$ cat src/sv/bhm_pkg.sv
// ----------------------------------------------------------------------------
// bhm_pkg: shared types and constants of the bucketed hash map
// Request and response transaction layouts, stored entry layout, request codes.
// ----------------------------------------------------------------------------
package bhm_pkg;

	localparam int KEY_W = 20;
	localparam int VAL_W = 20;
	localparam int RV_W  = 21;

	// Request codes; the fourth code is unused and leaves the store alone.
	localparam logic [1:0] REQ_PUT    = 2'd0;
	localparam logic [1:0] REQ_GET    = 2'd1;
	localparam logic [1:0] REQ_REMOVE = 2'd2;

	// Response status codes.
	localparam logic ST_DONE = 1'b0;
	localparam logic ST_FULL = 1'b1;

	typedef struct packed {
		logic [1:0]       req_type;
		logic [KEY_W-1:0] key;
		logic [VAL_W-1:0] value;
	} req_t;

	typedef struct packed {
		logic signed [RV_W-1:0] read_value;
		logic                   status;
	} rsp_t;

	typedef struct packed {
		logic             valid;
		logic [KEY_W-1:0] key;
		logic [VAL_W-1:0] value;
	} entry_t;

	// Outcome of one bucket update, passed from the way logic to the top level.
	typedef struct packed {
		logic                   we;
		logic                   status;
		logic signed [RV_W-1:0] read_value;
	} upd_t;

endpackage

$ cat src/sv/bhm_hash.sv
// ----------------------------------------------------------------------------
// bhm_hash: bucket index unit
// Computes key modulo the bucket count by a reciprocal multiply, a
// back-multiply and one corrective subtract, over two register stages.
// ----------------------------------------------------------------------------
module bhm_hash
	import bhm_pkg::*;
#(
	parameter int BUCKETS = 1024,
	parameter int BIDX_W  = 10
) (
	input  logic              clk,
	input  logic              load,
	input  logic              advance,
	input  logic [KEY_W-1:0]  key,
	output logic [BIDX_W-1:0] bucket
);

	localparam int RECIP_W = KEY_W + 1;
	localparam int BK_W    = $clog2(BUCKETS + 1);
	localparam int RECIP   = (1 << KEY_W) / BUCKETS;
	localparam logic [RECIP_W-1:0] RECIP_C   = RECIP_W'(RECIP);
	localparam logic [BK_W-1:0]    BUCKETS_C = BK_W'(BUCKETS);
	localparam logic [KEY_W:0]     BUCKETS_R = (KEY_W+1)'(BUCKETS);

	logic [KEY_W-1:0]          key_s1;
	logic [RECIP_W-1:0]        quot_s1;
	logic [KEY_W-1:0]          key_s2;
	logic [KEY_W-1:0]          qb_s2;
	logic [KEY_W+RECIP_W-1:0]  prod;
	logic [RECIP_W+BK_W-1:0]   qb;
	logic [KEY_W:0]            rem;
	logic [KEY_W:0]            rem_fix;

	// Quotient estimate; it is the true quotient or one less.
	assign prod = key * RECIP_C;
	assign qb   = quot_s1 * BUCKETS_C;

	always_ff @(posedge clk) begin
		if (load) begin
			key_s1  <= key;
			quot_s1 <= prod[KEY_W+RECIP_W-1:KEY_W];
		end
		if (advance) begin
			key_s2 <= key_s1;
			qb_s2  <= qb[KEY_W-1:0];
		end
	end

	// Remainder lies below twice the bucket count: one compare and subtract.
	always_comb begin
		rem     = {1'b0, key_s2} - {1'b0, qb_s2};
		rem_fix = (rem >= BUCKETS_R) ? (rem - BUCKETS_R) : rem;
	end

	assign bucket = rem_fix[BIDX_W-1:0];

endmodule

$ cat config.mk
export PLATFORM = sky130hd
export DESIGN_NAME = bhm_hash
export DESIGN_NICKNAME = d
export VERILOG_FILES = /design/src/sv/bhm_pkg.sv /design/src/sv/bhm_hash.sv
export SDC_FILE = /design/constraint.sdc
export NUM_CORES = 1
export LEC_CHECK = 0
export BUFFER_PORTS_ARGS = -buffer_cell sky130_fd_sc_hd__buf_2
export CORE_MARGIN = 8
export CORE_UTILIZATION = 44
export CTS_CLUSTER_DIAMETER = 30
export DETAILED_ROUTE_END_ITERATION = 10
export PLACE_DENSITY = 0.79
export SETUP_SLACK_MARGIN = 0.3
export SLEW_MARGIN = 0
export SYNTH_ARGS = -nofsm -noshare
export SYNTH_HDL_FRONTEND = slang
export SYNTH_SLANG_ARGS = --single-unit
$ cat constraint.sdc
create_clock -name clk -period 1.8 [get_ports clk]
set_clock_uncertainty 0.15 [all_clocks]
set_input_delay 0.18 -clock clk [delete_from_list [all_inputs] [get_ports clk]]
set_output_delay 0.18 -clock clk [all_outputs]
set_load 0.05 [all_outputs]
* Word level (Yosys, flattened, before mapping) *
Cells that the tools add are included.

storage, ports and cells
  register bits = 60
  bits in read-only memories = 0
  word-level logic and storage cells = 8
  memories kept = 0
  input bits = 23
  output and inout bits = 10
  RAM bits = 0
  bits in latches = 0

cells by class
  equal/unequal tests = 0
  multipliers = 0
  $add $sub $neg = 2
  muxes and demuxes = 1
  divide/modulo/power cells = 0
  shifts and indexed selects = 0
  reductions and logical operators = 0
  bitwise operators = 0
  $lt $le $gt $ge = 1

operators by type and width
  kind                     number
  $ge A21 B11 Y1 const B   1
  $sub A20 B20 Y21         1
  $mux W10                 1
  $sub A10 B1 Y10 const B  1

* Depth between registers and ports, before layout *
Gate-level depths: netlist of the first run.

  depth after elaboration = 3
  mapped depth = 0
  depth with buffers taken out = 0

* Least setup slack after synthesis of the first run *
Ideal clock, no wire load.

  kind = register to output
  start = register key_s2[0]
  end = output bucket[0]
  slack = 0.869 ns
  stages on the path, launching flop included = 1
  arrival time = 0.601 ns
  path buffers = 0
  required time = 1.470 ns
  cells stage by stage = edfxtp_1

on the way
  longest elaborated chain between the ends = 3
  elaborated cells on any way between the ends = 4
  those cells by class = add/sub: 2; order compare: 1; mux: 1

RTL lines
  element                                                   line            RTL
  from (decl)                                               bhm_hash.sv:28  logic [KEY_W-1:0] key_s2;
  from (signal assigned)                                    bhm_hash.sv:45  key_s2 <= key_s1;
  $sub A20 B20 Y21 *                                        bhm_hash.sv:52  rem = {1'b0, key_s2} - {1'b0, qb_s2};
  $ge A21 B11 Y1 / $sub A10 B1 Y10 (equally long branches)  bhm_hash.sv:53  rem_fix = (rem >= BUCKETS_R) ? (rem - BUCKETS_R) : rem;
  $mux W10 *                                                bhm_hash.sv:53
  to (decl)                                                 bhm_hash.sv:16  output logic [BIDX_W-1:0] bucket

Mark *: on every way between the ends. The rest lies on a longest branch, timed or not.

* Final worst setup path of the first run *
Ends and elaborated chain as after synthesis.

==> results of run 1 <==
## synth_stat cells, drive strengths merged
master and instances:
edfxtp 20
## state kept, by name (all words and copies together) (netlist names)
signal / count
key_s2: 10
key_s1: 10
## path summary, 6_finish.rpt
| check | from | to | depth (start not counted) |
|---|---|---|---|
| worst max-delay path | key_s2[0]$_DFFE_PP_ | bucket[0] | 1 |
| worst min-delay path | advance | key_s2[9]$_DFFE_PP_ | 1 |
| worst max register to register | key_s1[1]$_DFFE_PP_ | key_s2[1]$_DFFE_PP_ | 0 |
| worst min register to register | key_s1[6]$_DFFE_PP_ | key_s2[6]$_DFFE_PP_ | 0 |
## cells by family (layout without fill, tap and decap cells)
kind of cell | after synthesis | in the layout | share of synthesized area, %
DFF | 20 | 20 | 100
buffers and inverters | 0 | 35 | 0
## per-stage QoR
step / setup slack [ns] / hold WS (ns) / area [um^2]
3_3_place_gp: 0.912 / 0.206 / 729
4_1_cts: 0.579 / 0.0907 / 852
3_5_place_dp: 0.903 / 0.208 / 729
5_1_grt: 0.534 / 0.0911 / 852
6_report: 0.605 / 0.101 / 852
2_1_floorplan: 0.869 / 0.129 / 601
## metal layers
metal / track usage [%] / share of wire [%] / wire, um / up-vias
li1: - / - / - / 151
met1: 4.78 / 35 / 276 / 114
met2: 7.42 / 41 / 318 / 21
met3: 5.60 / 24 / 184 / 0
met4: 5.17 / 0 / 0 / 0
met5: 0 / 0 / 0 / -
## layout make-up
class                   count  share of cell area [%]
flip-flops and latches     20                    70.5
clock buffers               3                    2.64
repair buffers             32                    24.7
well taps                  15                    2.20
## power by group
group | switching (mW) | leakage (nW) | total (mW) | internal [mW]
sequential | 0.00615 | 0.196 | 0.557 | 0.551
clock | 0.105 | 0.0138 | 0.183 | 0.0775
combinational | 0.0706 | 0.128 | 0.103 | 0.0328
## what timing repair did
item	in CTS	in global routing
endpoints found under the hold margin	10	0
gates resized for setup	0	0
hold buffers	10	0
==> results by group, run 1 <==
Routing
  • Total number of vias: 286
  • DRT Pass-1 Iters: 2
  • # DRC: 0
  • Wire per inst: 11.1 um
  • Initial DRC count: 1
  • DR vias/cell: 4.09
  • Antenna Violating Nets Remaining: 0
  • Total detailed-routing wirelength: 779 um

STA
  • Worst-Margin Slew: 0.255 ns
  • Slew HR: 83.1%
  • TNS Setup: 0 ns
  • Unrepaired setup endpoints after global routing: no
  • Fin crit share: 66.4%
  • Final Setup Violations: 0
  • Max-slew violations: 0
  • F_max: 0.837 GHz
  • Crit path time final: 1.20 ns
  • Hold Fails Final Rpt: 0

Logic synthesis
  • Syn_area_per_cell: 30.0 um^2
  • Post-synth cell types: 1
  • Area contributors post-synth: edfxtp_1 100%
  • Yosys warnings: 0
  • Syn_nets: 43
  • Register area share after synthesis: 100%
  • Post-synth top area share: 100%
  • Cells after synthesis: 20
  • Synthesized flop and latch total: 20
  • Leading area contributor after synthesis: edfxtp_1
  • Mapped Area: 601 um^2

Clock network
  • Clock sink total: 20
  • CTS buffer count: 3
  • CTS tree: yes
  • Root Driver: clkbuf_4
  • H-tree levels: 1
  • Clock Latency Late Sink: 0.28 ns
  • Clock transition at path regs: 0.09 ns
  • Max Root-Sink Buffers: 2
  • Post-CTS Setup Bufs: 0

Power and ir drop
  • Peak VDD IR: 0.578 mV
  • Pwr/cell area: 990 nW/um^2
  • Design Power: 0.843 mW
  • Leakage: 0.338 nW

Final layout
  • Multi-input logic area: 0 um^2
  • Antenna Cells: 0
  • Share of layout cells above drive strength 1: 45.5%
  • Layout area overhead: 41.9%
  • Fillcell total: 94
  • Commonest non-fill, non-tap cell in the layout: buf_2
  • Layout net count: 80
  • Multi-input gates: 0
  • Util after Layout: 66.3%
  • Final Instance Count excl. Fillers: 70
  • Sequential cell area: 601 um^2
  • Commonest cells after routing, fill and taps aside: 22 x buf_2, 20 x edfxtp_1, 10 x dlygate4sd3_1

Outcome
  • Outcome: finished, final reports clean

Worst setup path
  • Cell family with most CP delay: flip-flops
  • Worst EP arrival: 0.87 ns
  • CP Data Required Time: 1.47 ns
  • FF-to-FF setup slack: 1.03 ns
  • Worst path slowest cell: edfxtp_1
  • CP max stage delay: 0.37 ns
  • Startpoint class of the critical path: register
  • Largest fanout on the critical path: 1
  • Critical Setup Path Class: reg2out
  • CP Cell Sequence: buf_2
  • WP buf/inv: 1
  • Crit. End Element: primary output

Place
  • PortBufs: 22
  • Dpl cells: 57
  • GPL Wtd Cong: 0.616

Global routing
  • First-pass GRT wire length: 1100 um
  • Total grt overflow: 0
  • Pin count of the biggest net entering global routing: 11
  • Vias in the first global route: 282
  • Initial antenna violation count: 0
  • GRT Util Overall: 5.65%

Floorplanning
  • Io pins: 33
  • Die Height: 52.9 um
  • Initial Util: 46.7%
  • Die width: 52.9 um
  • Core Region: 1280 um^2
  • DIE AREA: 2800 um^2
  • Row count: 13

Run
  • Max cap viols: 0

Min path
  • Hold Crit Class: in2reg
Note: power is estimated with default switching activity, not from simulation.
==> run 2: changes to the inputs <==
--- a/config.mk
+++ b/config.mk
@@ -5,12 +5,13 @@
 export SDC_FILE = /design/constraint.sdc
 export NUM_CORES = 1
 export LEC_CHECK = 0
+export ABC_AREA = 1
 export BUFFER_PORTS_ARGS = -buffer_cell sky130_fd_sc_hd__buf_2
 export CORE_MARGIN = 8
-export CORE_UTILIZATION = 44
+export CORE_UTILIZATION = 37
 export CTS_CLUSTER_DIAMETER = 30
 export DETAILED_ROUTE_END_ITERATION = 10
-export PLACE_DENSITY = 0.79
+export PLACE_DENSITY = 0.71
 export SETUP_SLACK_MARGIN = 0.3
 export SLEW_MARGIN = 0
 export SYNTH_ARGS = -nofsm -noshare
==> constraint.sdc (replaced) <==
create_clock -name clk -period 1 [get_ports clk]
set_clock_uncertainty 0.15 [all_clocks]
set_input_delay 0.1 -clock clk [delete_from_list [all_inputs] [get_ports clk]]
set_output_delay 0.1 -clock clk [all_outputs]
set_load 0.05 [all_outputs]
==> results by group, run 2 (same netlist as run 1, synthesis figures left out) <==
Worst setup path
  • Crit path capture: bucket[6]
  • Setup crit start: key_s2[6]$_DFFE_PP_
  • Reg2reg path depth: 0 (unchanged)
  • WP depth: 1 (unchanged)
  • WP buf/inv: 1 (unchanged)
  • Reg2Reg Launch Point: key_s1[6]$_DFFE_PP_
  • Reg2reg end: key_s2[6]$_DFFE_PP_
  • CP Cell Sequence: buf_6
  • FF-to-FF setup slack: 0.20 ns (-0.83 ns)
  • CP max stage delay: 0.41 ns (+0.04 ns)
  • Worst path slowest cell: edfxtp_1
  • Worst EP arrival: 0.86 ns (about the same)
  • Largest fanout on the critical path: 1 (unchanged)
  • Startpoint class of the critical path: register
  • Critical Setup Path Class: reg2out
  • Cell family with most CP delay: flip-flops
  • CP Data Required Time: 0.75 ns (-0.72 ns)
  • Crit. End Element: primary output

STA
  • WHS: -0.169 ns (-0.270 ns)
  • TNS Setup: -0.945 ns (-0.945 ns)
  • Final worst-path setup slack: -0.112 ns (-0.716 ns)
  • Worst-Margin Slew: 0.209 ns (-0.0454 ns)
  • F_max: 0.900 GHz
  • Hold Fails Final Rpt: 10 (+10)
  • Unrepaired setup endpoints after global routing: yes
  • Fin crit share: 111%
  • Crit path time final: 1.11 ns
  • Max-slew violations: 0 (unchanged)
  • Slew HR: 86.0% (+2.9 points)
  • Final Setup Violations: 10 (+10)

Power and ir drop
  • Sw frac: 19.8% (-1.8 points)
  • Pwr/cell area: 2160 nW/um^2 (+120%)
  • Seq pwr share: 55.6% (-10 points)
  • Leakage: 0.331 nW (-1.9%)
  • Peak VDD IR: 0.917 mV (+59%)
  • Combinational share of power: 10.3% (-2.0 points)
  • Int Power: 1.46 mW (+120%)
  • Psw: 0.360 mW (+98%)
  • Clock Power Share: 34.1% (+12 points)

Floorplanning
  • Io pins: 33 (unchanged)
  • Die width: 56.3 um (+6.3%)
  • DIE AREA: 3170 um^2 (+13%)
  • Initial Util: 39.9% (-6.9 points)
  • Die Height: 56.3 um (+6.3%)
  • Row count: 14 (+1)
  • Core Region: 1510 um^2 (+17%)

Final layout
  • Layout net count: 70 (-13%)
  • Fillcell total: 127 (+35%)
  • Commonest non-fill, non-tap cell in the layout: edfxtp_1
  • Antenna Cells: 0 (unchanged)
  • Multi-input logic area: 0 um^2 (unchanged)
  • Share of layout cells above drive strength 1: 56.5% (+11 points)
  • Multi-input gates: 0 (unchanged)
  • Layout area overhead: 40.8%
  • Util after Layout: 56.1% (-10 points)
  • Regs by FF count: key_s1: 10 flops, key_s2: 10 flops
  • Commonest cells after routing, fill and taps aside: 20 x edfxtp_1, 12 x buf_2, 10 x buf_6

Global routing
  • GR peak layer: met2
  • Total grt overflow: 0 (unchanged)
  • GR Util met3: 4.49% (-1.1 points)
  • Met2 GRT Util: 8.72% (+1.3 points)
  • Pin count of the biggest net entering global routing: 13 (+2)
  • Initial antenna violation count: 0 (unchanged)
  • Vias in the first global route: 340 (+21%)
  • First-pass GRT wire length: 1450 um (+31%)
  • Met1 Usage GRT: 5.83% (+1.1 points)
  • GRT Util Overall: 6.16% (+0.51 points)

Clock network
  • H-tree levels: 1 (unchanged)
  • Clock sink total: 20 (unchanged)
  • Root Driver: clkbuf_4
  • Max Root-Sink Buffers: 2 (unchanged)
  • CTS buffer count: 3 (unchanged)
  • Clock transition at path regs: 0.10 ns (about the same)
  • Post-CTS Setup Bufs: 0 (unchanged)
  • CTS tree: yes
  • Clock Latency Late Sink: 0.28 ns (about the same)

Routing
  • Total number of vias: 269 (-5.9%)
  • Total detailed-routing wirelength: 848 um (+8.9%)
  • Antenna Violating Nets Remaining: 0 (unchanged)
  • DRT Pass-1 Iters: 2 (unchanged)
  • # DRC: 0 (unchanged)
  • DR vias/cell: 4.34 (+6.2%)
  • Wire per inst: 13.7 um (+23%)
  • Initial DRC count: 1 (unchanged)

Min path
  • Hold-critical path depth: 1 (unchanged)
  • Hold Crit Class: in2reg

Run
  • Max cap viols: 0 (unchanged)

Place
  • GPL Wtd Cong: 0.591 (-4.2%)
  • PortBufs: 22 (unchanged)

Outcome
  • Outcome: finished with violations
  • Failing checks: negative hold slack, negative setup slack
## run 2: power by group through the flow
stage / logic, mW / registers (mW) / clock network, mW
after floorplan: 0 / 1.12 / 0
after global placement: 0.157 / 1.02 / 0
final: 0.188 / 1.01 / 0.622
after CTS: 0.191 / 1.02 / 0.646
after detailed placement: 0.160 / 1.03 / 0
after global routing: 0.197 / 1.02 / 0.689
## run 2: through the flow
step	instance area [um^2]	setup WS, ns	power, mW	instances
floorplan	601	0.149	1.12	20
global route	846	-0.170	1.91	62
CTS	846	-0.142	1.85	62
global placement	731	0.186	1.18	58
finish	846	-0.112	1.82	62
detailed placement	731	0.168	1.19	58
## run 2: what timing repair did
item,in CTS,in global routing
endpoints found under the setup margin,20,20
resized for setup,20,0
gates cloned,0,0
hold endpoints to repair,10,10
## run 2: per-layer routing
metal	wire, um	share of wire [%]	up-vias
met2	411	48	17
met1	329	39	118
li1	-	-	132
met3	95	11	2
met5	0	0	-
met4	11	1.3	0
## run 2: area by class of cell
cell class	instances	area (um^2)	share of cell area, %
well taps	16	20.0	2.37
repair buffers	22	173	20.4
flip-flops and latches	20	601	71.0
clock buffers	3	22.5	2.66
clock inverters	1	30.0	3.55
## run 2: how the worst min path moves through the flow
stage	from	to
2_1_floorplan	key[0]	key_s1[0]$_DFFE_PP_
3_3_place_gp	key[8]	key_s1[8]$_DFFE_PP_
3_5_place_dp	key[5]	key_s1[5]$_DFFE_PP_
4_1_cts	key[5]	key_s1[5]$_DFFE_PP_
5_1_grt	key[5]	key_s1[5]$_DFFE_PP_
6_report	key[5]	key_s1[5]$_DFFE_PP_
