$ cat src/sv/bhm_pkg.sv
// ----------------------------------------------------------------------------
// bhm_pkg: shared types and constants of the bucketed hash map
// Request and response transaction layouts, stored entry layout, request codes.
// ----------------------------------------------------------------------------
package bhm_pkg;

	localparam int KEY_W = 20;
	localparam int VAL_W = 20;
	localparam int RV_W  = 21;

	// Request codes; the fourth code is unused and leaves the store alone.
	localparam logic [1:0] REQ_PUT    = 2'd0;
	localparam logic [1:0] REQ_GET    = 2'd1;
	localparam logic [1:0] REQ_REMOVE = 2'd2;

	// Response status codes.
	localparam logic ST_DONE = 1'b0;
	localparam logic ST_FULL = 1'b1;

	typedef struct packed {
		logic [1:0]       req_type;
		logic [KEY_W-1:0] key;
		logic [VAL_W-1:0] value;
	} req_t;

	typedef struct packed {
		logic signed [RV_W-1:0] read_value;
		logic                   status;
	} rsp_t;

	typedef struct packed {
		logic             valid;
		logic [KEY_W-1:0] key;
		logic [VAL_W-1:0] value;
	} entry_t;

	// Outcome of one bucket update, passed from the way logic to the top level.
	typedef struct packed {
		logic                   we;
		logic                   status;
		logic signed [RV_W-1:0] read_value;
	} upd_t;

endpackage

$ cat src/sv/bhm_ways.sv
// ----------------------------------------------------------------------------
// bhm_ways: way compare and update logic
// Compares all ways of one bucket with the key and builds the new bucket row
// and the response for a put, get or remove.
// ----------------------------------------------------------------------------
module bhm_ways
	import bhm_pkg::*;
#(
	parameter int WAYS = 4
) (
	input  req_t                row_req,
	input  entry_t [WAYS-1:0]   row,
	output entry_t [WAYS-1:0]   row_new,
	output upd_t                upd
);

	localparam int WIDX_W = (WAYS > 1) ? $clog2(WAYS) : 1;

	logic              hit;
	logic              free;
	logic [WIDX_W-1:0] hit_idx;
	logic [WIDX_W-1:0] free_idx;

	// Lowest matching valid way and lowest free way.
	always_comb begin
		hit      = 1'b0;
		free     = 1'b0;
		hit_idx  = '0;
		free_idx = '0;
		for (int w = 0; w < WAYS; w++) begin
			if (!hit && row[w].valid && row[w].key == row_req.key) begin
				hit     = 1'b1;
				hit_idx = WIDX_W'(w);
			end
			if (!free && !row[w].valid) begin
				free     = 1'b1;
				free_idx = WIDX_W'(w);
			end
		end
	end

	// Row update and response by request code.
	always_comb begin
		row_new        = row;
		upd.we         = 1'b0;
		upd.status     = ST_DONE;
		upd.read_value = '1;
		case (row_req.req_type)
			REQ_PUT: begin
				if (hit) begin
					row_new[hit_idx].value = row_req.value;
					upd.we = 1'b1;
				end else if (free) begin
					row_new[free_idx].valid = 1'b1;
					row_new[free_idx].key   = row_req.key;
					row_new[free_idx].value = row_req.value;
					upd.we = 1'b1;
				end else begin
					upd.status = ST_FULL;
				end
			end
			REQ_GET: begin
				if (hit) begin
					upd.read_value = signed'({1'b0, row[hit_idx].value});
				end
			end
			REQ_REMOVE: begin
				if (hit) begin
					row_new[hit_idx].valid = 1'b0;
					upd.we = 1'b1;
				end
			end
			default: begin
				upd.we = 1'b0;
			end
		endcase
	end

endmodule

$ cat config.mk
export PLATFORM = sky130hd
export DESIGN_NAME = bhm_ways
export DESIGN_NICKNAME = d
export VERILOG_FILES = /design/src/sv/bhm_pkg.sv /design/src/sv/bhm_ways.sv
export SDC_FILE = /design/constraint.sdc
export NUM_CORES = 1
export LEC_CHECK = 0
export ABC_AREA = 1
export BUFFER_PORTS_ARGS = -buffer_cell sky130_fd_sc_hd__buf_2
export CORE_AREA = 3 3 150 152
export DETAILED_ROUTE_END_ITERATION = 8
export DIE_AREA = 0 0 153 155
export PLACE_DENSITY = 0.71
export SYNTH_ARGS = -nofsm -noshare
export SYNTH_HDL_FRONTEND = slang
export SYNTH_SLANG_ARGS = --single-unit
export TNS_END_PERCENT = 20
$ cat constraint.sdc
create_clock -name vclk -period 3.5
set_input_delay 0 -clock vclk [all_inputs]
set_output_delay 0 -clock vclk [all_outputs]
set_load 0.1 [all_outputs]
### Word level (Yosys, flattened, before mapping)

Index checks and enable logic that the tools add are counted.
Widths: inputs -> output; s select.

| word-level totals | value |
|---|---|
| register bits | 0 |
| input bits | 206 |
| output and inout bits | 187 |
| word-level logic and storage cells | 75 |

| cells by class | value |
|---|---|
| order comparisons | 4 |
| equal/unequal tests | 6 |
| muxes and demuxes | 44 |
| reductions and logical operators | 21 |

Operator list:

| operator | count |
|---|---|
| $bwmux 164 | 5 |
| $mux 164 | 3 |
| $demux 41 s2 | 5 |
| $pmux 164 s2 | 1 |
| $bmux 41 s2 | 1 |
| $mux 41 | 2 |
| $eq 20x20->1 | 4 |
| $mux 20 | 3 |
| $mux 21 | 2 |
| $mux 40 | 1 |
| $mux 1 | 16 |
| $logic_and 1x1->1 | 12 |
| $logic_not 1->1 | 8 |
| $mux 2 | 4 |
| $lt 2x3->1 const B | 2 |
| $ge 2x1->1 const B | 2 |
| $eq 2x1->1 const B | 1 |
| $eq 2x2->1 const B | 1 |
| $logic_not 2->1 | 1 |
| $pmux 1 s2 | 1 |

### Logic depth before layout (Yosys ltp)

Gate-level depths: netlist of the first run.

| depth | value |
|---|---|
| depth in word-level cells | 22 |
| mapped depth | 16 |
| mapped depth without buffers | 14 |

### Least setup slack after synthesis of the first run

Ideal clock, no wire load.

| timing path | value |
|---|---|
| path type | in2out |
| from | input port row_req[29] in the netlist's numbering |
| to | output port row_new[143] in the netlist's numbering |
| arrival | 3.294 ns |
| required time | 3.500 ns |
| path slack | 0.206 ns |
| stages on the path | 13 |
| buffers on the path | 2 |
| path through | buf_4 > inv_1 > nand2_1 > nand2_1 > nor2_1 > nand2_1 > nor2_1 > nand3_4 > nand3_4 > nor2_8 > nand3_2 > clkbuf_2 > o21ai_0 |

RTL lines:

| what | line | text |
|---|---|---|
| from (decl) | bhm_ways.sv:11 | `input req_t row_req,` |
| to (decl) | bhm_ways.sv:13 | `output entry_t [WAYS-1:0] row_new,` |

==> out/results.env, run 1 <==
REMAINING_DRC_ERRORS=0
DRIVE_GT1_SHARE_PCT=22.6
NON_FILLER_CELLS_IN_THE_FINISHED_LAYOUT=2305
CAP_VIOLATIONS=0
FINISH.NET_COUNT=2230
HORIZONTAL_DIE_DIMENSION_UM=153
WORST_IR_DROP_VDD_mV=0.165
DRT-VIAS-PER-INSTANCE=5.26
TIMING.CRITICAL_PATH.FROM='row_req[34]'
DIE_Y_UM=155
HOLD_BUFFERS=0
PRE_CTS_WS_PS=769
GPL.FINAL_WEIGHTED_CONGESTION=1.00
DIEAREA_SQ_UM=23700
SYNTH-WARNING-COUNT=0
NETLIST.TOP_CELL.BY_AREA='sky130_fd_sc_hd__nand2_1'
DPL_WIRE_LENGTH_UM=32900
SYNTH_TOP_AREA_SHARE_PCT=45.5
TIMING_HOLD_VIOLATIONS_FINAL=0
POST-ROUTE-MIN-PERIOD_PS=2820
POST_SYNTH_MAIN_AREA_CONTRIBUTORS='sky130_fd_sc_hd__nand2_1 46%, sky130_fd_sc_hd__inv_1 11%, sky130_fd_sc_hd__nand3_1 10%'
NCLKBUFFERS=0
HOLD_DEPTH=4
GRT_ANTENNA_BEFORE_REPAIR=8
YOSYS.CELL_TYPES.COUNT=28
LAYOUT.SEQUENTIAL_CELLS=0
CTS_SETUP_BUFFERS=0
CTS_RESIZED=0
POST_SYNTH_DESIGN_CELL_AREA_SQ_UM=7110
AVGROUTEDWIREPERCELL_UM=17.8
PLACE.DETAILED.INSTANCES=2297
GRT_SETUP_UNREPAIRED='no'
SETUP_VIOL_COUNT_FINAL=0
SYNTH-SEQ-AREA-SHARE_PCT=0
BOUNDARY_PINS=393
SYN-NUM-NETS=1912
MAX_SLEW.WORST_PIN.SLEW_PS=1260
FINALCRITPERIODSHARE_PCT=80.7
ROUTE.ANTENNA.REMAINING_NETS=0
FILLCELLCOUNT=2400
FIRST_ITER_VIOLATIONS=1436
TOTAL_OVERFLOW_REPORTED_BY_THE_GLOBAL_ROUTER=0
SETUP_SLACK_PS=676
SETUP_TOTAL_NEGATIVE_SLACK_PS=0
AREA_DELTA_SYNTH_FINAL_PCT=45.2
MAXSLEWHEADROOM_PCT=16.0
FLOORPLAN.INITIALDENSITY_PCT=33.6
GRT_MAX_DEGREE=61
POSTROUTEWIRELENGTH_UM=41100
CP_MAX_FO=18
FINAL-MAX-SLEW-VIOLATION-COUNT=0
FLOORPLAN.ROWS=53
GRT_USAGE_PCT=32.1
AREA.SEQUENTIAL_SQ_UM=0
TOTAL_NUMBER_OF_VIAS=12116
CP-START-KIND='input port'
MIN_PATH_TYPE='in -> out'
ENDPOINT_KIND='primary output'
CRITPATHARRIVALTIME_PS=2820
FIRSTDRTPASSITERS=6
NUMBER_OF_GLOBAL_ROUTE_VIAS_BEFORE_REPAIR=10831
GRT_PASS1_WL_UM=61500
OUTCOME='finished, final reports clean'
FP.COREAREA_SQ_UM=21200
SYNTHESIS.AREA_PER_INSTANCE_SQ_UM=4.17
POST_SYNTH_INST_COUNT=1706
PORTBUFFERS=393
POWER-PER-CELL-AREA_nW_PER_UM2=219
CRIT_END='row_new[163]'
MAXCLOCKFREQUENCY_MHz=354
REQUIRED_TIME_REPORTED_FOR_THE_CRITICAL_PATH_ENDPOINT_PS=3500
P_LEAK_nW=6.48
CRITICAL_PATH_CLASS='in -> out'
==> worst min path at each step <==
stage | endpoint | start
detailed placement | row_new[42] | row[42]
floorplan | upd[21] | row[163]
CTS | row_new[42] | row[42]
global placement | row_new[59] | row[59]
global route | row_new[52] | row[52]
finish | row_new[42] | row[42]
==> logic make-up (layout without fill, tap and decap cells) <==
logic type      after synthesis  count (layout)  share of synthesized area (%)
compound gates              170             170                           12.0
simple gates               1203            1203                           68.1
other cells                   0               8                              0
buf+inv                     325             641                           18.9
xor+xnor                      8               8                          0.986
==> per-stage QoR <==
step,cell area [sq um],utilization [%],hold WS [ps],power (mW)
4_1_cts,10300,48.7,430,2.24
2_1_floorplan,7110,-,411,1.54
3_5_place_dp,10300,48.7,429,2.24
6_report,10300,48.8,426,2.26
3_3_place_gp,10300,48.7,424,2.23
5_1_grt,10300,48.8,449,2.37
==> layout make-up <==
type | count | area [sq um] | area share, %
multi-input combinational | 1381 | 5790 | 56.1
timing repair buffer | 420 | 3340 | 32.4
tap | 275 | 344 | 3.33
inverter | 221 | 830 | 8.04
antenna | 8 | 20.0 | 0.194
==> Yosys cell counts (all sizes together) <==
cell / count
nand2: 863
xor2: 2
o21ai: 138
xnor2: 6
clkbuf: 44
nor2: 160
a31oi: 1
and3: 1
a21oi: 30
nor3: 3
buf: 60
or2: 3
nand4: 24
o22ai: 1
nand3: 149
inv: 221
==> worst max-delay path, cell delays in order <==
cell,delay [ps]
sky130_fd_sc_hd__buf_2,270
sky130_fd_sc_hd__inv_2,160
sky130_fd_sc_hd__nand2_1,90
sky130_fd_sc_hd__nand2_1,140
sky130_fd_sc_hd__nor2_1,130
sky130_fd_sc_hd__nand2_1,60
sky130_fd_sc_hd__nor2_1,120
sky130_fd_sc_hd__nand3_2,190
sky130_fd_sc_hd__nand2_2,150
sky130_fd_sc_hd__nor2_1,80
sky130_fd_sc_hd__buf_4,200
sky130_fd_sc_hd__nand2_1,520
sky130_fd_sc_hd__a21oi_1,140
sky130_fd_sc_hd__nor2_1,130
sky130_fd_sc_hd__buf_2,450
==> power breakdown <==
| part | internal, mW | switching [mW] | total [mW] |
|---|---|---|---|
| clock | 0.000000306 | 0 | 0.000000306 |
| sequential | 0 | 0 | 0 |
| combinational | 0.551 | 1.71 | 2.26 |
| total | 0.551 | 1.71 | 2.26 |
==> per-layer routing <==
layer  vias to the layer above  global-route usage (%)  wire [um]
met5                         -                       0          0
met4                         0                    12.3       2040
met3                       120                    4.34       4220
met2                       776                    50.8      17800
met1                      5391                    44.3      17100
li1                       5829                       -          -
==> cell usage in the layout, fill, tap and decap left out <==
master	synthesis	layout
sky130_fd_sc_hd__nand2_1	862	862
sky130_fd_sc_hd__buf_2	45	315
sky130_fd_sc_hd__inv_1	200	199
sky130_fd_sc_hd__nor2_1	158	153
sky130_fd_sc_hd__nand3_1	144	144
sky130_fd_sc_hd__o21ai_0	113	113
sky130_fd_sc_hd__buf_12	0	78
sky130_fd_sc_hd__a21oi_1	30	30
sky130_fd_sc_hd__buf_4	9	27
sky130_fd_sc_hd__o21ai_1	25	25
sky130_fd_sc_hd__nand4_1	23	23
sky130_fd_sc_hd__inv_2	21	22
sky130_fd_sc_hd__diode_2	0	8
sky130_fd_sc_hd__xnor2_1	6	6
sky130_fd_sc_hd__nor2_2	1	4
sky130_fd_sc_hd__nand3_2	3	3
sky130_fd_sc_hd__or2_1	3	3
sky130_fd_sc_hd__nor3_1	3	3
sky130_fd_sc_hd__nand3_4	2	2
sky130_fd_sc_hd__nor2_4	0	2
sky130_fd_sc_hd__xor2_1	2	2
sky130_fd_sc_hd__nand2_2	1	1
sky130_fd_sc_hd__nand4_2	1	1
sky130_fd_sc_hd__nor2_8	1	1
sky130_fd_sc_hd__and3_1	1	1
sky130_fd_sc_hd__o22ai_1	1	1
sky130_fd_sc_hd__a31oi_1	1	1
Note: power is estimated with default switching activity, not from simulation.
==> inputs of run 2 (changes only) <==
--- a/config.mk
+++ b/config.mk
@@ -7,10 +7,10 @@
 export LEC_CHECK = 0
 export ABC_AREA = 1
 export BUFFER_PORTS_ARGS = -buffer_cell sky130_fd_sc_hd__buf_2
-export CORE_AREA = 3 3 150 152
+export CORE_AREA = 3 3 154 156
 export DETAILED_ROUTE_END_ITERATION = 8
-export DIE_AREA = 0 0 153 155
-export PLACE_DENSITY = 0.71
+export DIE_AREA = 0 0 157 159
+export PLACE_DENSITY = 0.7
 export SYNTH_ARGS = -nofsm -noshare
 export SYNTH_HDL_FRONTEND = slang
 export SYNTH_SLANG_ARGS = --single-unit
==> constraint.sdc (replaced) <==
create_clock -name vclk -period 2.3
set_input_delay 0 -clock vclk [all_inputs]
set_output_delay 0 -clock vclk [all_outputs]
set_load 0.1 [all_outputs]
==> run 2 against run 1 <==
- core utilization rose by 6.8 points
- non-clock buffer count rose by 38
- sequential share of layout area did not move
- worst hold slack got worse by 8.5 ps
- cell count rose by 2.1%
- global-route usage rose by 1.2 points
- final area rose by 21%
==> out/results.env, run 2 (synthesis results as in run 1) <==
PATH_COMMON_CELL='sky130_fd_sc_hd__nand2_1'
DPL_WIRE_LENGTH_UM=36200  # was 32900 um
MAXSLEWHEADROOM_PCT=60.3  # was 16.0%
REQUIRED_TIME_REPORTED_FOR_THE_CRITICAL_PATH_ENDPOINT_PS=2300  # was 3500 ps
CAP_VIOLATIONS=0  # unchanged
MAXCLOCKFREQUENCY_MHz=454
FINISH.NET_COUNT=2268  # was 2230
FP.COREAREA_SQ_UM=22500  # was 21200 sq um
DIEAREA_SQ_UM=25000  # was 23700 sq um
CRITICAL_PATH_CLASS='in -> out'  # unchanged
FLOORPLAN.ROWS=55  # was 53
PRE_CTS_WS_PS=-27.1  # was 769 ps
POSTROUTEWIRELENGTH_UM=44700  # was 41100 um
FIRSTDRTPASSITERS=8  # was 6
TIMING_HOLD_VIOLATIONS_FINAL=0  # unchanged
ROUTE.ANTENNA.REMAINING_NETS=0  # unchanged
MIN_PATH_TYPE='in -> out'  # unchanged
P_TOTAL_mW=4.01  # was 2.26 mW
GRT_ANTENNA_BEFORE_REPAIR=9  # was 8
FINAL.HOLD.WORST_SLACK_PS=418  # was 426 ps
TOTAL_OVERFLOW_REPORTED_BY_THE_GLOBAL_ROUTER=0  # unchanged
LAYOUT.SEQUENTIAL_CELLS=0  # unchanged
HOLD_BUFFERS=0  # unchanged
FIRST_ITER_VIOLATIONS=1605  # was 1436
POST-ROUTE-MIN-PERIOD_PS=2200
OUTCOME='finished, final reports clean'  # unchanged
NCLKBUFFERS=0  # unchanged
AREA.SEQUENTIAL_SQ_UM=0  # unchanged
TOTAL_NUMBER_OF_VIAS=12356  # was 12116
WORST_IR_DROP_VDD_mV=0.200  # was 0.165 mV
DIE_Y_UM=159  # was 155 um
GRT_PASS1_WL_UM=65900  # was 61500 um
FLOORPLAN.INITIALDENSITY_PCT=31.6  # was 33.6%
BOUNDARY_PINS=393  # unchanged
DRT-VIAS-PER-INSTANCE=5.25  # was 5.26
PORTBUFFERS=393  # unchanged
CRITPATHARRIVALTIME_PS=2200  # was 2820 ps
CRITICAL_PATH.CELL_CHAIN='clkbuf_4 -> inv_2 -> nand2_1 -> nand2_1 -> nor2_1 -> nand2_1 -> nor2_1 -> nand3_2 -> inv_4 -> buf_4 -> nand2_1 -> buf_4 -> o21ai_0 -> inv_1 -> nand2_1 -> buf_12'  # was buf_2 -> inv_2 -> nand2_1 -> nand2_1 -> nor2_1 -> nand2_1 -> nor2_1 -> nand3_2 -> nand2_2 -> nor2_1 -> buf_4 -> nand2_1 -> a21oi_1 -> nor2_1 -> buf_2
MAX_SLEW.WORST_PIN.SLEW_PS=595  # was 1260 ps
CP_MAX_FO=10  # was 18
MOSTFREQUENTLAYOUTCELL='sky130_fd_sc_hd__nand2_1'  # unchanged
ENDPOINT_KIND='primary output'  # unchanged
FILLCELLCOUNT=2283  # was 2400
DRIVE_GT1_SHARE_PCT=24.6  # was 22.6%
SETUP_TOTAL_NEGATIVE_SLACK_PS=0  # unchanged
CRITICAL-PATH-SLOWEST-CELL='sky130_fd_sc_hd__nand3_2'  # was sky130_fd_sc_hd__nand2_1
P_LEAK_nW=7.34  # was 6.48 nW
HORIZONTAL_DIE_DIMENSION_UM=157  # was 153 um
GPL.FINAL_WEIGHTED_CONGESTION=1.04  # was 1.00
MOSTFREQUENTLAYOUTCELLS='861 x sky130_fd_sc_hd__nand2_1, 201 x sky130_fd_sc_hd__buf_2, 199 x sky130_fd_sc_hd__inv_1, 199 x sky130_fd_sc_hd__buf_12, 148 x sky130_fd_sc_hd__nor2_1'  # was 862 x sky130_fd_sc_hd__nand2_1, 315 x sky130_fd_sc_hd__buf_2, 199 x sky130_fd_sc_hd__inv_1
POWER-PER-CELL-AREA_nW_PER_UM2=321  # was 219 nW/um^2
AREA_DELTA_SYNTH_FINAL_PCT=75.9  # was 45.2%
SETUP_SLACK_PS=98.6  # was 676 ps
GRT_MAX_DEGREE=61  # unchanged
NUMBER_OF_GLOBAL_ROUTE_VIAS_BEFORE_REPAIR=11107  # was 10831
AVGROUTEDWIREPERCELL_UM=19.0  # was 17.8 um
SETUP_VIOL_COUNT_FINAL=0  # unchanged
FINALCRITPERIODSHARE_PCT=95.7
MULTI_INPUT_COMB_AREA_SQ_UM=5840  # was 5790 sq um
FINAL-MAX-SLEW-VIOLATION-COUNT=0  # unchanged
GRT_USAGE_PCT=33.3  # was 32.1%
REMAINING_DRC_ERRORS=0  # unchanged
SLOWEST_DELAY_PS=210  # was 520 ps
CP-START-KIND='input port'  # unchanged
## run 2: what timing repair did
action,4_1_cts,5_1_grt
cloned,0,1
gates resized for setup,1,19
endpoints found under the setup margin,4,154
pin swaps,0,1
buffers inserted,0,2
## run 2: path summary, 6_finish.rpt
check	startpoint	to	cells past startpoint
worst min-delay path	row[32]	row_new[32]	4
worst max-delay path	row_req[33]	upd[14]	16
## run 2: cell type report
| class | instances | area share [%] |
|---|---|---|
| Tap cell | 285 | 2.85 |
| Multi-Input combinational cell | 1381 | 46.7 |
| Antenna cell | 9 | 0.180 |
| Inverter | 221 | 6.66 |
| Timing Repair Buffer | 458 | 43.6 |
## run 2: critical path, delay by kind of cell
kind | cells | cell delay (ps)
AOI/OAI and AO/OA | 1 | 190
buffers and inverters | 7 | 1090
and+or+nand+nor | 8 | 910
## run 2: layer usage
layer  wire length (um)  vias to the layer above  track usage, %
met5                  0                        -               0
met2              19900                      797            52.1
met1              18200                     5508            47.3
li1                   -                     5916               -
met4               1940                        0            11.0
met3               4710                      135            3.78
## run 2: metrics by stage
stage / instance area (sq um) / cells / util, %
after floorplan: 7120 / 1706 / -
after global placement: 12400 / 2342 / 55.0
after detailed placement: 12400 / 2342 / 55.0
after CTS: 12400 / 2342 / 55.0
after global routing: 12500 / 2354 / 55.6
final: 12500 / 2354 / 55.6
## run 2: report_power, final
group	switching [mW]	internal (mW)	leakage [nW]
clock network	0	0.000000524	0.0000570
registers	0	0	0
logic	2.73	1.28	7.34
total	2.73	1.28	7.34
==> inputs of run 3 (changes only) <==
--- a/config.mk
+++ b/config.mk
@@ -7,10 +7,10 @@
 export LEC_CHECK = 0
 export ABC_AREA = 1
 export BUFFER_PORTS_ARGS = -buffer_cell sky130_fd_sc_hd__buf_2
-export CORE_AREA = 3 3 154 156
+export CORE_AREA = 3 3 150 152
 export DETAILED_ROUTE_END_ITERATION = 8
-export DIE_AREA = 0 0 157 159
-export PLACE_DENSITY = 0.7
+export DIE_AREA = 0 0 153 155
+export PLACE_DENSITY = 0.73
 export SYNTH_ARGS = -nofsm -noshare
 export SYNTH_HDL_FRONTEND = slang
 export SYNTH_SLANG_ARGS = --single-unit
==> run 3 against run 2 <==
- via count increased by 0.80%
- global-route usage increased by 2.0 points
- core utilization increased by 4.4 points
- worst hold slack got worse by 2.4 ps
- combinational power about the same
- routed wire length increased by 1.0%
- critical endpoint is now row_new[138]
- largest cell class unchanged
==> out/results.env, run 3 (synthesis results as in run 1) <==
ROUTE.ANTENNA.REMAINING_NETS=0  # unchanged
SETUP_TOTAL_NEGATIVE_SLACK_PS=0  # unchanged
MAXSLEWHEADROOM_PCT=41.7  # was 60.3%
GRT_MAX_DEGREE=83  # was 61
DIE_Y_UM=155  # was 159 um
GRT_SETUP_UNREPAIRED='yes'
GRT_USAGE_PCT=35.3  # was 33.3%
GRT_PASS1_WL_UM=66900  # was 65900 um
CAP_VIOLATIONS=0  # unchanged
POSTROUTEWIRELENGTH_UM=45100  # was 44700 um
MAX_SLEW.WORST_PIN.SLEW_PS=875  # was 595 ps
FINAL-MAX-SLEW-VIOLATION-COUNT=0  # unchanged
CRITICAL_PATH_CLASS='in -> out'  # unchanged
CRITICAL_PATH.TOP_DELAY_FAMILY='buffers and inverters'  # unchanged
CRITPATHARRIVALTIME_PS=2220  # was 2200 ps
OUTCOME='finished, final reports clean'  # unchanged
TIMING_HOLD_VIOLATIONS_FINAL=0  # unchanged
HORIZONTAL_DIE_DIMENSION_UM=153  # was 157 um
CTS_SETUP_BUFFERS=0  # unchanged
ENDPOINT_KIND='primary output'  # unchanged
DPL_WIRE_LENGTH_UM=36600  # was 36200 um
PRE_CTS_WS_PS=-80.4  # was -27.1 ps
TOTAL_OVERFLOW_REPORTED_BY_THE_GLOBAL_ROUTER=0  # unchanged
P_TOTAL_mW=4.04  # was 4.01 mW
SOURCE_OF_THE_WORST_HOLD_TIMING_PATH='row[22]'  # was row[32]
TOTAL_NUMBER_OF_VIAS=12455  # was 12356
POWER-PER-CELL-AREA_nW_PER_UM2=318  # was 321 nW/um^2
FIRSTDRTPASSITERS=6  # was 8
CP_MAX_FO=5  # was 10
CRITICAL_PATH.CELL_CHAIN='buf_2 -> buf_4 -> nand2_1 -> nand2_1 -> nor2_1 -> nand2_1 -> nor2_1 -> nand3_2 -> buf_4 -> inv_1 -> nor2_4 -> buf_4 -> nand3_1 -> nand2_1 -> a21oi_1 -> buf_12'  # was clkbuf_4 -> inv_2 -> nand2_1 -> nand2_1 -> nor2_1 -> nand2_1 -> nor2_1 -> nand3_2 -> inv_4 -> buf_4 -> nand2_1 -> buf_4 -> o21ai_0 -> inv_1 -> nand2_1 -> buf_12
POST-ROUTE-MIN-PERIOD_PS=2220  # was 2200 ps
WORST_IR_DROP_VDD_mV=0.259  # was 0.200 mV
SETUP_VIOL_COUNT_FINAL=0  # unchanged
CP-START-KIND='input port'  # unchanged
DIEAREA_SQ_UM=23700  # was 25000 sq um
AREA.SEQUENTIAL_SQ_UM=0  # unchanged
HOLD_DEPTH=4  # unchanged
MIN_PATH_TYPE='in -> out'  # unchanged
NUMBER_OF_GLOBAL_ROUTE_VIAS_BEFORE_REPAIR=11162  # was 11107
CRIT_BUF_INV=6  # was 7
FINAL_DESIGN_AREA_NO_FILL_SQ_UM=12700  # was 12500 sq um
SLOWEST_DELAY_PS=330  # was 210 ps
NCLKBUFFERS=0  # unchanged
HOLDPATHEND='row_new[22]'  # was row_new[32]
REQUIRED_TIME_REPORTED_FOR_THE_CRITICAL_PATH_ENDPOINT_PS=2300  # about the same
MOSTFREQUENTLAYOUTCELL='sky130_fd_sc_hd__nand2_1'  # unchanged
FINALCRITPERIODSHARE_PCT=96.5  # was 95.7%
P_LEAK_nW=7.46  # was 7.34 nW
AVGROUTEDWIREPERCELL_UM=19.1  # was 19.0 um
LAYOUT.SEQUENTIAL_CELLS=0  # unchanged
CRITICAL-PATH-SLOWEST-CELL='sky130_fd_sc_hd__a21oi_1'  # was sky130_fd_sc_hd__nand3_2
FLOORPLAN.INITIALDENSITY_PCT=33.6  # was 31.6%
DPL_CELL_AREA_SQ_UM=12600  # was 12400 sq um
AREA_DELTA_SYNTH_FINAL_PCT=78.5  # was 75.9%
HOLD_BUFFERS=0  # unchanged
FIRST_ITER_VIOLATIONS=1598  # was 1605
FLOORPLAN.ROWS=53  # was 55
DRIVE_GT1_SHARE_PCT=25.4  # was 24.6%
LAYOUT.CORE_UTILIZATION_PCT=60.0  # was 55.6%
SETUP_SLACK_PS=81.6  # was 98.6 ps
MAXCLOCKFREQUENCY_MHz=451  # was 454 MHz
PATH_COMMON_CELL='sky130_fd_sc_hd__nand2_1'  # unchanged
REMAINING_DRC_ERRORS=0  # unchanged
MOSTFREQUENTLAYOUTCELLS='859 x sky130_fd_sc_hd__nand2_1, 201 x sky130_fd_sc_hd__buf_12, 199 x sky130_fd_sc_hd__inv_1'  # was 861 x sky130_fd_sc_hd__nand2_1, 201 x sky130_fd_sc_hd__buf_2, 199 x sky130_fd_sc_hd__inv_1, 199 x sky130_fd_sc_hd__buf_12, 148 x sky130_fd_sc_hd__nor2_1
PORTBUFFERS=393  # unchanged
GRT_ANTENNA_BEFORE_REPAIR=7  # was 9
BOUNDARY_PINS=393  # unchanged
FINISH.NET_COUNT=2287  # was 2268
FP.COREAREA_SQ_UM=21200  # was 22500 sq um
DRT-VIAS-PER-INSTANCE=5.28  # was 5.25
GPL.FINAL_WEIGHTED_CONGESTION=1.06  # was 1.04
## run 3: cell types whose count changed in the layout (fill, tap and decap cells not counted), moves of 2 or more
cell / before / now
sky130_fd_sc_hd__nor2_4: 1 / 5
sky130_fd_sc_hd__nand3_2: 2 / 4
sky130_fd_sc_hd__buf_4: 51 / 65
sky130_fd_sc_hd__buf_2: 201 / 197
sky130_fd_sc_hd__nand2_1: 861 / 859
sky130_fd_sc_hd__buf_12: 199 / 201
sky130_fd_sc_hd__o21ai_1: 28 / 25
sky130_fd_sc_hd__buf_6: 1 / 3
sky130_fd_sc_hd__nand2_2: 1 / 4
sky130_fd_sc_hd__nand3_4: 4 / 2
sky130_fd_sc_hd__nor2_2: 10 / 6
sky130_fd_sc_hd__clkbuf_4: 5 / 9
sky130_fd_sc_hd__o21ai_2: 2 / 4
sky130_fd_sc_hd__diode_2: 9 / 6
## run 3: metal layers
metal / GRT usage (%) / share of wire, % / up-vias
met1: 49.4 / 40 / 5516
met4: 10.6 / 4.3 / 2
met2: 57.0 / 45 / 858
met5: 0 / 0.044 / -
met3: 4.26 / 11 / 142
li1: - / - / 5937
## run 3: repair_timing
action | 4_1_cts | 5_1_grt
endpoints found under the hold margin | 0 | 0
gates resized for setup | 2 | 27
gates cloned | 0 | 1
endpoints found under the setup margin | 7 | 148
## run 3: per-stage QoR
stage,hold slack (ps),cells
detailed placement,416,2353
CTS,416,2353
floorplan,257,1706
global placement,413,2353
global route,431,2360
finish,416,2360
## run 3: cell type report
class | count | area, sq um
fillers | 2063 | 8460
inverters | 221 | 830
multi-input cells | 1381 | 5860
diodes | 6 | 15.0
well taps | 275 | 344
repair buffers | 477 | 5640
## run 3: how the worst max path moves through the flow
stage	start	end	slack, ps	cells past startpoint
detailed placement	row_req[27]	upd[14]	-80	16
global placement	row_req[27]	upd[5]	-80	16
finish	row_req[21]	row_new[138]	80	16
CTS	row_req[29]	row_new[109]	4	17
global route	row_req[26]	upd[18]	-40	17
floorplan	row_req[24]	row_new[135]	-450	15
## run 3: power breakdown
part,internal (mW),leakage (nW),switching (mW)
combinational,1.30,7.46,2.74
sequential,0,0,0
clock,0.000000349,0.0000380,0
total,1.30,7.46,2.74
## run 3: worst min-delay path, stage by stage
cell	delay [ps]
sky130_fd_sc_hd__buf_2	90
sky130_fd_sc_hd__nand2_1	50
sky130_fd_sc_hd__nand2_1	100
sky130_fd_sc_hd__buf_12	180
